### config.mk
export PLATFORM = sky130hd
export DESIGN_NAME = levenshtein_automaton_matcher
export DESIGN_NICKNAME = d
export VERILOG_FILES = /design/src/sv/lam_pkg.sv /design/src/sv/lam_front.sv /design/src/sv/lam_queue.sv /design/src/sv/lam_back.sv /design/src/sv/levenshtein_automaton_matcher.sv
export SDC_FILE = /design/constraint.sdc
export NUM_CORES = 1
export LEC_CHECK = 0
export BUFFER_PORTS_ARGS = -buffer_cell sky130_fd_sc_hd__buf_2
export CAP_MARGIN = 25
export CORE_ASPECT_RATIO = 0.6
export CORE_MARGIN = 5
export CORE_UTILIZATION = 42
export DETAILED_ROUTE_END_ITERATION = 6
export SKIP_LAST_GASP = 1
export SLEW_MARGIN = 20
export SYNTH_ARGS = -nofsm -noshare
export SYNTH_HDL_FRONTEND = slang
export SYNTH_SLANG_ARGS = --single-unit
export TNS_END_PERCENT = 20
### constraint.sdc
create_clock -name clk -period 3.75 [get_ports clk]
set_clock_uncertainty 0.2 [all_clocks]
set_input_delay 0.75 -clock clk [delete_from_list [all_inputs] [get_ports clk]]
set_output_delay 0.75 -clock clk [all_outputs]
set_load 0.02 [all_outputs]
### src/sv/lam_pkg.sv
`default_nettype none
package lam_pkg;

  localparam int MAX_PATTERN  = 16;
  localparam int MAX_DIST     = 3;
  localparam int STORED_CHARS = 16;

  // Positions actually usable: bounded by the characters stored.
  localparam int EFF_MAX = (MAX_PATTERN < STORED_CHARS) ? MAX_PATTERN : STORED_CHARS;
  localparam int POS_W   = EFF_MAX + 1;
  localparam int ROWS    = MAX_DIST + 1;
  localparam int N_W     = $clog2(EFF_MAX + 1);
  localparam int K_W     = (MAX_DIST > 0) ? $clog2(MAX_DIST + 1) : 1;

  localparam int LEN_W     = 5;
  localparam int DIST_W    = 2;
  localparam int CHAR_W    = 8;
  localparam int CFG_IDX_W = 4;
  localparam int CFG_W     = 64;
  localparam int OUT_W     = 8;

  localparam int QUEUE_DEPTH = 2;
  localparam int QPTR_W      = $clog2(QUEUE_DEPTH);
  localparam int QCNT_W      = $clog2(QUEUE_DEPTH + 1);

  typedef enum logic [CFG_IDX_W-1:0] {
    REG_PATTERN_LOW  = 4'd0,
    REG_PATTERN_HIGH = 4'd1,
    REG_PATTERN_LEN  = 4'd2,
    REG_MAX_DIST     = 4'd3
  } cfg_reg_t;

  // Effective pattern length and error bound, already saturated.
  typedef struct packed {
    logic [N_W-1:0] n;
    logic [K_W-1:0] k;
  } lam_cfg_t;

  // Classified word: position match vector and restart flag.
  typedef struct packed {
    logic [EFF_MAX-1:0] match;
    logic               first;
  } lam_item_t;

endpackage
`default_nettype wire

### src/sv/lam_front.sv
`default_nettype none
module lam_front (
  input  logic                          clk,
  input  logic                          rst,
  input  logic                          cfg_valid,
  output logic                          cfg_ready,
  input  logic [lam_pkg::CFG_IDX_W-1:0] cfg_index,
  input  logic [lam_pkg::CFG_W-1:0]     cfg_data,
  input  logic [lam_pkg::CHAR_W-1:0]    ch,
  input  logic                          first,
  output lam_pkg::lam_item_t            item,
  output lam_pkg::lam_cfg_t             cfg
);
  import lam_pkg::*;

  logic [CFG_W-1:0]  pattern_low;
  logic [CFG_W-1:0]  pattern_high;
  logic [LEN_W-1:0]  pattern_length;
  logic [DIST_W-1:0] max_distance;
  logic [2*CFG_W-1:0] pattern_bytes;

  assign cfg_ready = 1'b1;

  always_ff @(posedge clk) begin
    if (rst) begin
      pattern_low    <= '0;
      pattern_high   <= '0;
      pattern_length <= '0;
      max_distance   <= DIST_W'(1);
    end else if (cfg_valid) begin
      case (cfg_index)
        REG_PATTERN_LOW:  pattern_low    <= cfg_data;
        REG_PATTERN_HIGH: pattern_high   <= cfg_data;
        REG_PATTERN_LEN:  pattern_length <= cfg_data[LEN_W-1:0];
        REG_MAX_DIST:     max_distance   <= cfg_data[DIST_W-1:0];
        default: ;
      endcase
    end
  end

  // Saturate length to the stored characters and the bound to the rows built.
  assign cfg.n = (pattern_length > LEN_W'(EFF_MAX)) ? N_W'(EFF_MAX) : N_W'(pattern_length);
  assign cfg.k = (32'(max_distance) > MAX_DIST) ? K_W'(MAX_DIST) : K_W'(max_distance);

  assign pattern_bytes = {pattern_high, pattern_low};

  always_comb begin
    for (int i = 0; i < EFF_MAX; i++) begin
      item.match[i] = (i < 32'(cfg.n)) && (pattern_bytes[i*CHAR_W +: CHAR_W] == ch);
    end
    item.first = first;
  end

endmodule
`default_nettype wire

### src/sv/lam_queue.sv
`default_nettype none
module lam_queue (
  input  logic               clk,
  input  logic               rst,
  input  logic               push,
  input  lam_pkg::lam_item_t push_item,
  output logic               full,
  input  logic               pop,
  output logic               nonempty,
  output lam_pkg::lam_item_t pop_item
);
  import lam_pkg::*;

  lam_item_t         mem [QUEUE_DEPTH];
  logic [QPTR_W-1:0] wr_ptr;
  logic [QPTR_W-1:0] rd_ptr;
  logic [QCNT_W-1:0] count;

  assign full     = (count == QCNT_W'(QUEUE_DEPTH));
  assign nonempty = (count != '0);
  assign pop_item = mem[rd_ptr];

  always_ff @(posedge clk) begin
    if (push && !full) begin
      mem[wr_ptr] <= push_item;
    end
  end

  always_ff @(posedge clk) begin
    if (rst) begin
      wr_ptr <= '0;
      rd_ptr <= '0;
      count  <= '0;
    end else begin
      if (push && !full) begin
        wr_ptr <= (32'(wr_ptr) == QUEUE_DEPTH - 1) ? '0 : wr_ptr + QPTR_W'(1);
      end
      if (pop && nonempty) begin
        rd_ptr <= (32'(rd_ptr) == QUEUE_DEPTH - 1) ? '0 : rd_ptr + QPTR_W'(1);
      end
      case ({push && !full, pop && nonempty})
        2'b10:   count <= count + QCNT_W'(1);
        2'b01:   count <= count - QCNT_W'(1);
        default: count <= count;
      endcase
    end
  end

endmodule
`default_nettype wire

### src/sv/lam_back.sv
`default_nettype none
module lam_back (
  input  logic                        clk,
  input  logic                        rst,
  input  lam_pkg::lam_cfg_t           cfg,
  input  logic                        q_nonempty,
  input  lam_pkg::lam_item_t          q_item,
  output logic                        q_pop,
  output logic                        out_valid,
  input  logic                        out_ready,
  output logic [lam_pkg::OUT_W-1:0]   out_data
);
  import lam_pkg::*;

  logic [POS_W-1:0] state      [ROWS];
  logic [POS_W-1:0] state_next [ROWS];
  logic [POS_W-1:0] base       [ROWS];
  logic [POS_W-1:0] old        [ROWS];
  logic [POS_W-1:0] mask;
  logic [POS_W-1:0] match_ext;
  logic              accept_next;
  logic [DIST_W-1:0] distance_next;
  logic              alive_next;
  logic              accept;
  logic [DIST_W-1:0] distance;
  logic              alive;

  assign q_pop     = q_nonempty && (!out_valid || out_ready);
  assign match_ext = {1'b0, q_item.match};

  always_comb begin
    for (int i = 0; i < POS_W; i++) begin
      mask[i] = (i <= 32'(cfg.n));
    end
    for (int e = 0; e < ROWS; e++) begin
      if (q_item.first) begin
        base[e] = ((e <= 32'(cfg.k)) && (e <= 32'(cfg.n))) ? (POS_W'(1) << e) : '0;
      end else begin
        base[e] = state[e];
      end
      old[e] = (e <= 32'(cfg.k)) ? (base[e] & mask) : '0;
    end
    // Match, insertion and substitution moves.
    for (int e = 0; e < ROWS; e++) begin
      state_next[e] = '0;
      if (e <= 32'(cfg.k)) begin
        state_next[e] = (old[e] & match_ext) << 1;
        if (e > 0) begin
          state_next[e] = state_next[e] | old[e-1] | (old[e-1] << 1);
        end
        state_next[e] = state_next[e] & mask;
      end
    end
    // Deletion closure runs down the rows in order.
    for (int e = 1; e < ROWS; e++) begin
      if (e <= 32'(cfg.k)) begin
        state_next[e] = state_next[e] | ((state_next[e-1] << 1) & mask);
      end
    end
    accept_next   = 1'b0;
    distance_next = '0;
    alive_next    = 1'b0;
    for (int e = ROWS - 1; e >= 0; e--) begin
      if (state_next[e][cfg.n]) begin
        accept_next   = 1'b1;
        distance_next = DIST_W'(e);
      end
      alive_next = alive_next | (|state_next[e]);
    end
  end

  always_ff @(posedge clk) begin
    if (rst) begin
      for (int e = 0; e < ROWS; e++) begin
        state[e] <= (e == 0) ? POS_W'(1) : '0;
      end
      out_valid <= 1'b0;
    end else begin
      if (q_pop) begin
        state     <= state_next;
        out_valid <= 1'b1;
      end else if (out_ready) begin
        out_valid <= 1'b0;
      end
    end
  end

  always_ff @(posedge clk) begin
    if (q_pop) begin
      accept   <= accept_next;
      distance <= distance_next;
      alive    <= alive_next;
    end
  end

  assign out_data = {(OUT_W - DIST_W - 2)'(0), alive, distance, accept};

endmodule
`default_nettype wire

### src/sv/levenshtein_automaton_matcher.sv
// Levenshtein automaton matcher: streams word characters through an NFA
// for the configured pattern and error bound.
// Config channel: cfg_index selects pattern_low_chars (0), pattern_high_chars
// (1), pattern_length (2) or max_distance (3); cfg_ready is always high and
// other indexes are ignored. Write only while no word is in flight.
// Input word: tdata = ch, tuser = first (restart from the closed initial
// state before consuming ch). Output word: accept, distance, alive.
// Path: an input word accepted on s_axis is registered in the queue, and its
// result is registered in the back end before it shows on m_axis. Throughput:
// one word per cycle while m_axis_tready stays high, as the back end updates
// the state once per popped word (each word needs the state the previous one left).
// A two-entry queue sits between the classifier and the state update, and
// the result register holds while m_axis_tready is low; s_axis_tready drops
// only once the queue is full.
// Reset clears the registers to their defaults (max_distance 1, everything
// else 0), empties the queue and loads state (0,0) only.
`default_nettype none
module levenshtein_automaton_matcher (
  input  logic                          clk,
  input  logic                          rst,
  input  logic                          cfg_valid,
  output logic                          cfg_ready,
  input  logic [lam_pkg::CFG_IDX_W-1:0] cfg_index,
  input  logic [lam_pkg::CFG_W-1:0]     cfg_data,
  input  logic                          s_axis_tvalid,
  output logic                          s_axis_tready,
  input  logic [lam_pkg::CHAR_W-1:0]    s_axis_tdata,   // [7:0] ch
  input  logic                          s_axis_tuser,   // [0] first
  output logic                          m_axis_tvalid,
  input  logic                          m_axis_tready,
  output logic [lam_pkg::OUT_W-1:0]     m_axis_tdata    // [0] accept, [2:1] distance, [3] alive
);
  import lam_pkg::*;

  lam_item_t front_item;
  lam_item_t q_item;
  lam_cfg_t  cfg;
  logic      q_full;
  logic      q_nonempty;
  logic      q_pop;

  assign s_axis_tready = !q_full;

  lam_front u_front (
    .clk       (clk),
    .rst       (rst),
    .cfg_valid (cfg_valid),
    .cfg_ready (cfg_ready),
    .cfg_index (cfg_index),
    .cfg_data  (cfg_data),
    .ch        (s_axis_tdata),
    .first     (s_axis_tuser),
    .item      (front_item),
    .cfg       (cfg)
  );

  lam_queue u_queue (
    .clk       (clk),
    .rst       (rst),
    .push      (s_axis_tvalid),
    .push_item (front_item),
    .full      (q_full),
    .pop       (q_pop),
    .nonempty  (q_nonempty),
    .pop_item  (q_item)
  );

  lam_back u_back (
    .clk        (clk),
    .rst        (rst),
    .cfg        (cfg),
    .q_nonempty (q_nonempty),
    .q_item     (q_item),
    .q_pop      (q_pop),
    .out_valid  (m_axis_tvalid),
    .out_ready  (m_axis_tready),
    .out_data   (m_axis_tdata)
  );

endmodule
`default_nettype wire

==> results of run 1 <==
## state kept, by name, summed over array words and instances (netlist names), named ones only
register / cells
u_front.pattern_length: 5
u_queue.wr_ptr: 1
u_front.pattern_low: 64
u_queue.rd_ptr: 1
u_queue.count: 2
u_back.distance: 2
u_back.accept: 1
u_back.alive: 1
u_front.max_distance: 2
u_queue.mem: 34
u_front.pattern_high: 64
u_back.state: 67
u_back.out_valid: 1
## area by class of cell
| type | instances | area (sq um) | share of cell area (%) |
|---|---|---|---|
| repair buffers | 299 | 2140 | 13.3 |
| multi-input cells | 1275 | 7270 | 45.1 |
| well taps | 408 | 510 | 3.16 |
| inverters | 14 | 52.6 | 0.326 |
| clock buffers | 28 | 637 | 3.95 |
| clock inverters | 17 | 211 | 1.31 |
| flip-flops and latches | 246 | 5310 | 32.9 |
## cells in the mapped netlist (12+ instances only)
cell / instances
sky130_fd_sc_hd__nand3_1: 43
sky130_fd_sc_hd__nor4_1: 15
sky130_fd_sc_hd__a211oi_1: 18
sky130_fd_sc_hd__nor3_1: 37
sky130_fd_sc_hd__o22ai_1: 12
sky130_fd_sc_hd__dfxtp_1: 208
sky130_fd_sc_hd__clkbuf_1: 94
sky130_fd_sc_hd__nor2_1: 128
sky130_fd_sc_hd__nand4_1: 51
sky130_fd_sc_hd__edfxtp_1: 38
sky130_fd_sc_hd__nand2_1: 378
sky130_fd_sc_hd__buf_1: 17
sky130_fd_sc_hd__a21oi_1: 232
sky130_fd_sc_hd__xnor2_1: 122
sky130_fd_sc_hd__mux2_2: 15
sky130_fd_sc_hd__a31oi_1: 14
sky130_fd_sc_hd__o21ai_0: 25
## power groups by stage
stage	clock [mW]	combinational (mW)	sequential (mW)
after floorplan	0	1.01	2.96
after global placement	0	1.83	2.99
after CTS	2.71	1.88	2.93
after detailed placement	0	1.84	2.99
after global routing	2.82	2.07	2.96
final	2.68	1.98	2.95
## kinds of logic (layout without fill, tap and decap cells)
family | after synthesis | in the layout | synth area share, %
simple gates | 701 | 701 | 23.7
xor+xnor | 132 | 132 | 8.91
buf+inv | 144 | 358 | 4.63
compound gates | 409 | 409 | 19.4
flops | 246 | 246 | 40.9
fa+ha+maj | 1 | 1 | 0.0964
mux | 27 | 27 | 2.36
other cells | 2 | 5 | 0.0579
## worst reg2reg max path, delay by kind of cell (launching register included)
family | cells | cell delay [ps]
and+or+nand+nor | 3 | 710
buffers and inverters | 3 | 570
AOI/OAI and AO/OA | 6 | 1660
DFF | 1 | 370
## what timing repair did
item / CTS / global route
gates resized for setup: 5 / 26
buffers inserted: 5 / 1
pin swaps: 2 / 9
setup endpoints to repair: 1 / 4
gates cloned: 0 / 1
## per-layer routing
layer	vias to the layer above	part of all wire, %
met2	787	36
met3	92	15
met5	-	0.025
li1	6230	-
met4	2	2.1
met1	6576	47
## per-stage QoR
| stage | hold WS (ps) | total power [mW] | instance area [sq um] |
|---|---|---|---|
| final | 256 | 7.61 | 16100 |
| after global routing | 247 | 7.85 | 16100 |
| after CTS | 240 | 7.52 | 16000 |
| after detailed placement | 259 | 4.83 | 15100 |
| after global placement | 249 | 4.82 | 15100 |
| after floorplan | 236 | 3.97 | 13000 |
## worst max-delay path by stage
| stage | startpoint | endpoint | slack [ps] | cells past startpoint |
|---|---|---|---|---|
| final | u_front.max_distance[1] | u_back.distance[1] | 9 | 12 |
| after global routing | u_queue.mem[0][0] | u_back.distance[0] | -10 | 15 |
| after CTS | u_front.max_distance[1] | u_back.distance[1] | 30 | 11 |
| after detailed placement | u_queue.mem[0][0] | u_back.alive | -510 | 12 |
| after global placement | u_queue.mem[0][0] | u_back.alive | -350 | 12 |
| after floorplan | flop | u_back.accept | 480 | 10 |
==> summary.txt, run 1 <==
================================================================================
Run status ........................................................ finished, final reports clean
Max-slew headroom at the worst pin ................................        32.7%
Final setup violating endpoints ...................................            0
Cell Rows .........................................................           49
Global-route wire length before repair ............................     86000 um
Cell type with the highest aggregate area in the netlist .......... sky130_fd_sc_hd__dfxtp_1
Vias in the first global route ....................................        12689
Most frequent CP cell ............................................. sky130_fd_sc_hd__buf_4
Fraction of post-synthesis cell area in the top cell type by area .        32.1%
Pwr Density .......................................................  472 nW/um^2
Origin of the worst min-delay path ................................ cfg_data[51]
Final cell count without fillers ..................................         2287
Post-placement worst setup slack ..................................      -506 ps
Clk_lat worst skew ................................................       550 ps
Finished Core Util ................................................        53.4%
Cts bufs inserted .................................................           25
Post-synthesis sequential element count ...........................          246
DRT Pass-1 Iters ..................................................            5
Dominant cells by area after synthesis ............................ sky130_fd_sc_hd__dfxtp_1 32%, sky130_fd_sc_hd__nand2_1 11%, sky130_fd_sc_hd__a21oi_1 8.9%
Transition time at the pin with the least slew margin .............      1000 ps
Sequential cell area fraction in the yosys report .................        40.9%
Filler cell count .................................................         2948
Layout cells sized above 1 ........................................        21.2%
Internal cell power ...............................................      5.07 mW
Average footprint of a synthesized cell ...........................   7.81 sq um
Count of antenna diodes in the layout .............................            0
Worst Hold Path EP ................................................ u_front.pattern_high[51]
Final HPWL DP .....................................................     45200 um
Number of placed I/O pins .........................................           93
Peak supply drop ..................................................   0.000905 V
Layer carrying the most global-route usage ........................         met1
Setup repair after global routing missed its margin ...............         true
Warning count from the yosys run ..................................            0
Reg2Reg Capture Point ............................................. u_back.distance[1]
Depth of the worst register-to-register path ......................           12
Path type of the worst setup path .................................      reg2reg
Count of cell types in the netlist ................................           85
Area of the die ...................................................  34600 sq um
Placeable Area ....................................................  30200 sq um
Leakage power total ...............................................      5.58 nW
Sum of buffers and inverters on the critical path .................            3
Violation count after the first detailed-route iteration ..........         1746
Horizontal extent of the die ......................................       237 um
Smallest setup slack after layout .................................      9.47 ps
TritonCTS clock tree ..............................................        built
CTS Root Cell ..................................................... sky130_fd_sc_hd__clkbuf_16
Cell-by-cell trace of the critical path ........................... or2_1 > buf_4 > a311oi_2 > a211oi_2 > buf_4 > buf_4 > nor2_1 > a2111oi_1 > o31ai_1 > a2bb2oi_1 > nand2b_1 > a21oi_1
Crit Path Max Fanout ..............................................            9
Relative contribution of combinational cells to total power .......        26.0%
Part of the power in registers ....................................        38.7%
Worst reg-to-reg setup slack ......................................         9 ps
Number of antenna violations at the first check in global routing .            2
Total placed cells including tap cells ............................         2235
Number of enable-type register cells in the synthesized netlist ...           38
Maximum number of pins on one net before global-route repair ......           91
Clock-pin slew on the worst setup and hold paths ..................        70 ps
Final weighted congestion of routability-driven global placement ..         1.04
Setup TNS .........................................................         0 ps
CP max-delay cell ................................................. sky130_fd_sc_hd__a2111oi_1
Syn-to-layout area delta ..........................................        24.3%
Max cap viols .....................................................            0
Layout net count ..................................................         1944
Slowest Stage Delay on Critical Path ..............................       620 ps
Most frequent cells in the layout ................................. 378 x sky130_fd_sc_hd__nand2_1, 230 x sky130_fd_sc_hd__a21oi_1, 206 x sky130_fd_sc_hd__dfxtp_1
Met3 demand-to-capacity share in global routing ...................        15.7%
WHS Path Cells ....................................................            3
Maximum level of the CTS H-tree ...................................            1
Hold Path Class ...................................................       in2reg
Count of endpoints failing hold in the final timing report ........            0
Starting utilization of the core area .............................        42.9%
Final Routed Wirelength ...........................................     59700 um
Global Route met2 Usage ...........................................        40.4%
Data arrival at the endpoint of the critical path .................      3840 ps
Final critical-path share of the clock period .....................        99.7%
Clock network fraction of design power ............................        35.3%
Crit path launch type .............................................         flop
Commonest non-fill, non-tap cell in the layout .................... sky130_fd_sc_hd__nand2_1
Grt ovf ...........................................................            0
Number of nets with antenna violations after routing ..............            0
Final worst path period need ......................................      3740 ps
Largest delay share family, worst path ............................ compound AO/OA/AOI/OAI gates
Floorplan die height ..............................................       146 um
Average wire length per cell after detail routing .................      26.1 um
Drc violations ....................................................            0
Vias/cell .........................................................         5.98
Clk sinks .........................................................          246
Worst reg2reg startpoint .......................................... u_front.max_distance[1]
CP endpoint kind ..................................................         flop
Number of pins with negative max-slew slack in the final report ...            0
Area of the mapped netlist ........................................  13000 sq um
Global routing met1 resource utilization ..........................        51.4%
Number of vias in the routed layout ...............................        13687
Net switching component of the power ..............................      2.54 mW
Number of buffers on the longest clock path .......................            3
Count of port buffers added during placement ......................           87
Critical path data required time ..................................      3850 ps
Switching power share of the total ................................        33.3%
Post-synthesis cell count .........................................         1662
Total GRT Usage ...................................................        32.9%
Highest achievable clock rate .....................................      267 MHz
Async S/R FF share, synth .........................................           0%
Post-synth top flop ............................................... sky130_fd_sc_hd__dfxtp_1
CTS Hold Buffers Added ............................................            0
================================================================================
No activity file was read; power rests on OpenSTA's default activity.
==> inputs of run 2 (changes only) <==
Settings changed: BUFFER_PORTS_ARGS -buffer_cell sky130_fd_sc_hd__buf_2 to unset, CORE_MARGIN 5 to unset, DONT_BUFFER_PORTS set to 1.
Clock period 3.75 ns to 4.7 ns, I/O delays scaled along.
==> summary.txt, run 2 (synthesis results as in run 1) <==
================================================================================
Syn-to-layout area delta ..........................................        10.8%
Clock-pin slew on the worst setup and hold paths ..................        80 ps   about the same
Net switching component of the power ..............................      1.78 mW   -30%
Number of placed I/O pins .........................................           93   unchanged
Count of antenna diodes in the layout .............................            0   unchanged
CTS Hold Buffers Added ............................................            0   unchanged
Max cap viols .....................................................            0   unchanged
WHS Path Cells ....................................................            2   -1
Average wire length per cell after detail routing .................      26.3 um   +0.77%
Cell Rows .........................................................           49   unchanged
Final Routed Wirelength ...........................................     54500 um   -8.7%
Pwr Density .......................................................  375 nW/um^2   -20%
Part of the power in registers ....................................        44.4%   +5.7 points
Reg2Reg Capture Point ............................................. u_back.accept
Vias in the first global route ....................................        11621   -8.4%
Cts bufs inserted .................................................           24   -4.0%
Final critical-path share of the clock period .....................        94.7%   -5.0 points
Switching power share of the total ................................        33.0%   -0.38 points
Number of buffers inserted by post-CTS setup repair ...............            0   -5
Internal cell power ...............................................      3.62 mW   -29%
CTS Root Cell ..................................................... sky130_fd_sc_hd__clkbuf_16
Peak supply drop ..................................................   0.000690 V   -24%
Floorplan die height ..............................................       138 um   -5.5%
Critical path data required time ..................................      4810 ps   +960 ps
Maximum level of the CTS H-tree ...................................            1   unchanged
Data arrival at the endpoint of the critical path .................      4560 ps   +720 ps
Most frequent cells in the layout ................................. 378 x sky130_fd_sc_hd__nand2_1, 232 x sky130_fd_sc_hd__a21oi_1, 208 x sky130_fd_sc_hd__dfxtp_1
Grt ovf ...........................................................            0   unchanged
Clk sinks .........................................................          246   unchanged
Highest achievable clock rate .....................................      225 MHz   -16%
Maximum number of pins on one net before global-route repair ......          209   +130%
TritonCTS clock tree ..............................................        built
DRT Pass-1 Iters ..................................................            6   +1
Count of port buffers added during placement ......................            0   -100%
CP endpoint kind ..................................................         flop
Starting utilization of the core area .............................        43.0%   +0.087 points
Flip-flop count of the largest register after layout ..............           67   unchanged
Count of endpoints failing hold in the final timing report ........            0   unchanged
Clock network fraction of design power ............................        34.5%   -0.8 points
Resized cells post-CTS ............................................            0   -5
Worst Hold Path EP ................................................ u_front.pattern_high[36]
Violation count after the first detailed-route iteration ..........         1787   +2.3%
Transition time at the pin with the least slew margin .............       928 ps   -71.9 ps
Crit Path Max Fanout ..............................................           11   +2
Run status ........................................................ finished, final reports clean
Hold Path Class ...................................................      reg2reg
Number of vias in the routed layout ...............................        12774   -6.7%
Path type of the worst setup path .................................      reg2reg
Placeable Area ....................................................  30200 sq um   -0.20%
Setup repair after global routing missed its margin ...............        false
Setup TNS .........................................................         0 ps   unchanged
Final cell count without fillers ..................................         2072   -9.4%
Smallest setup slack after layout .................................       247 ps   +238 ps
Clk_lat worst skew ................................................       560 ps   about the same
Number of buffers on the longest clock path .......................            3   unchanged
Worst reg-to-reg setup slack ......................................       250 ps   +240 ps
Filler cell count .................................................         3069   +4.1%
Drc violations ....................................................            0   unchanged
Final worst path period need ......................................      4450 ps   +712 ps
Vias/cell .........................................................         6.17   +3.0%
Final setup violating endpoints ...................................            0   unchanged
Origin of the worst min-delay path ................................ u_front.pattern_high[36]
Global-route wire length before repair ............................     79000 um   -8.2%
Total placed cells including tap cells ............................         2030   -9.2%
Final weighted congestion of routability-driven global placement ..         1.02   -1.8%
Leakage power total ...............................................      4.53 nW   -19%
Crit path launch type .............................................         flop
Post-placement worst setup slack ..................................       403 ps   +909 ps
Depth of the worst register-to-register path ......................           11   -1
Horizontal extent of the die ......................................       229 um   -3.4%
Number of pins with negative max-slew slack in the final report ...            0   unchanged
Layout net count ..................................................         1732   -11%
Number of antenna violations at the first check in global routing .            2   unchanged
Layout cells sized above 1 ........................................        9.92%   -11 points
Top Registers ..................................................... u_back.state (67), u_front.pattern_high (64), u_front.pattern_low (64)
Area of the die ...................................................  31600 sq um   -8.7%
Max-slew headroom at the worst pin ................................        37.6%   +4.8 points
Register ranked first by flip-flop count .......................... u_back.state
Total GRT Usage ...................................................        33.5%   +0.57 points
Relative contribution of combinational cells to total power .......        21.1%   -4.9 points
Commonest non-fill, non-tap cell in the layout .................... sky130_fd_sc_hd__nand2_1
Number of nets with antenna violations after routing ..............            0   unchanged
Final HPWL DP .....................................................     40200 um   -11%
================================================================================
## run 2: cell count changes in the layout (fill, tap and decap cells not counted), moves of 5 or more
cell	delta
sky130_fd_sc_hd__buf_2	-85
sky130_fd_sc_hd__clkbuf_1	+6
sky130_fd_sc_hd__buf_4	-118
sky130_fd_sc_hd__clkinv_1	-6
sky130_fd_sc_hd__buf_12	-6
sky130_fd_sc_hd__bufinv_16	-5
## run 2: area by class of cell
type | count | area (sq um) | share of cell area [%]
Multi-Input combinational cell | 1275 | 7130 | 49.5
Sequential cell | 246 | 5310 | 36.9
Timing Repair Buffer | 88 | 678 | 4.71
Clock buffer | 35 | 673 | 4.68
Tap cell | 408 | 510 | 3.55
Inverter | 14 | 52.6 | 0.365
Clock inverter | 6 | 40.0 | 0.278
## run 2: power by group through the flow
stage	registers, mW	logic (mW)	clock network (mW)
after global routing	2.40	1.21	1.96
after floorplan	2.36	0.807	0
after detailed placement	2.44	1.10	0
final	2.39	1.14	1.86
after CTS	2.39	1.11	1.88
after global placement	2.44	1.11	0
## run 2: critical path: stages (launching register included)
cell and delay [ps]:
sky130_fd_sc_hd__dfxtp_1 850, sky130_fd_sc_hd__buf_4 310, sky130_fd_sc_hd__mux2_2 380, sky130_fd_sc_hd__a311oi_1 280
sky130_fd_sc_hd__a2111oi_0 160, sky130_fd_sc_hd__buf_4 190, sky130_fd_sc_hd__o31a_1 360, sky130_fd_sc_hd__a221o_1 360
sky130_fd_sc_hd__a21oi_1 300, sky130_fd_sc_hd__nand4_1 160, sky130_fd_sc_hd__a31oi_1 290, sky130_fd_sc_hd__or3b_1 380
## run 2: metal layers
metal / up-vias / wire, um / track usage (%)
met3: 83 / 6530 / 10.3
met1: 6185 / 26600 / 53.4
met4: 2 / 934 / 5.58
met2: 721 / 20300 / 43.1
met5: - / 100 / 2.23
li1: 5783 / - / -
## run 2: metrics by stage
step | power (mW) | util, % | hold slack, ps | instance area [sq um]
after floorplan | 3.17 | - | 236 | 13000
after global placement | 3.54 | 45.3 | 242 | 13700
after detailed placement | 3.54 | 45.3 | 252 | 13700
after CTS | 5.38 | 47.6 | 243 | 14400
after global routing | 5.57 | 47.7 | 272 | 14400
final | 5.40 | 47.7 | 263 | 14400
## run 2: worst max path at each step
stage	endpoint	cells after the start	slack (ps)
after global routing	u_back.accept	11	220
after floorplan	u_back.accept	10	1430
final	u_back.accept	11	250
after detailed placement	u_back.accept	11	400
after CTS	u_back.accept	11	420
after global placement	u_back.accept	9	400
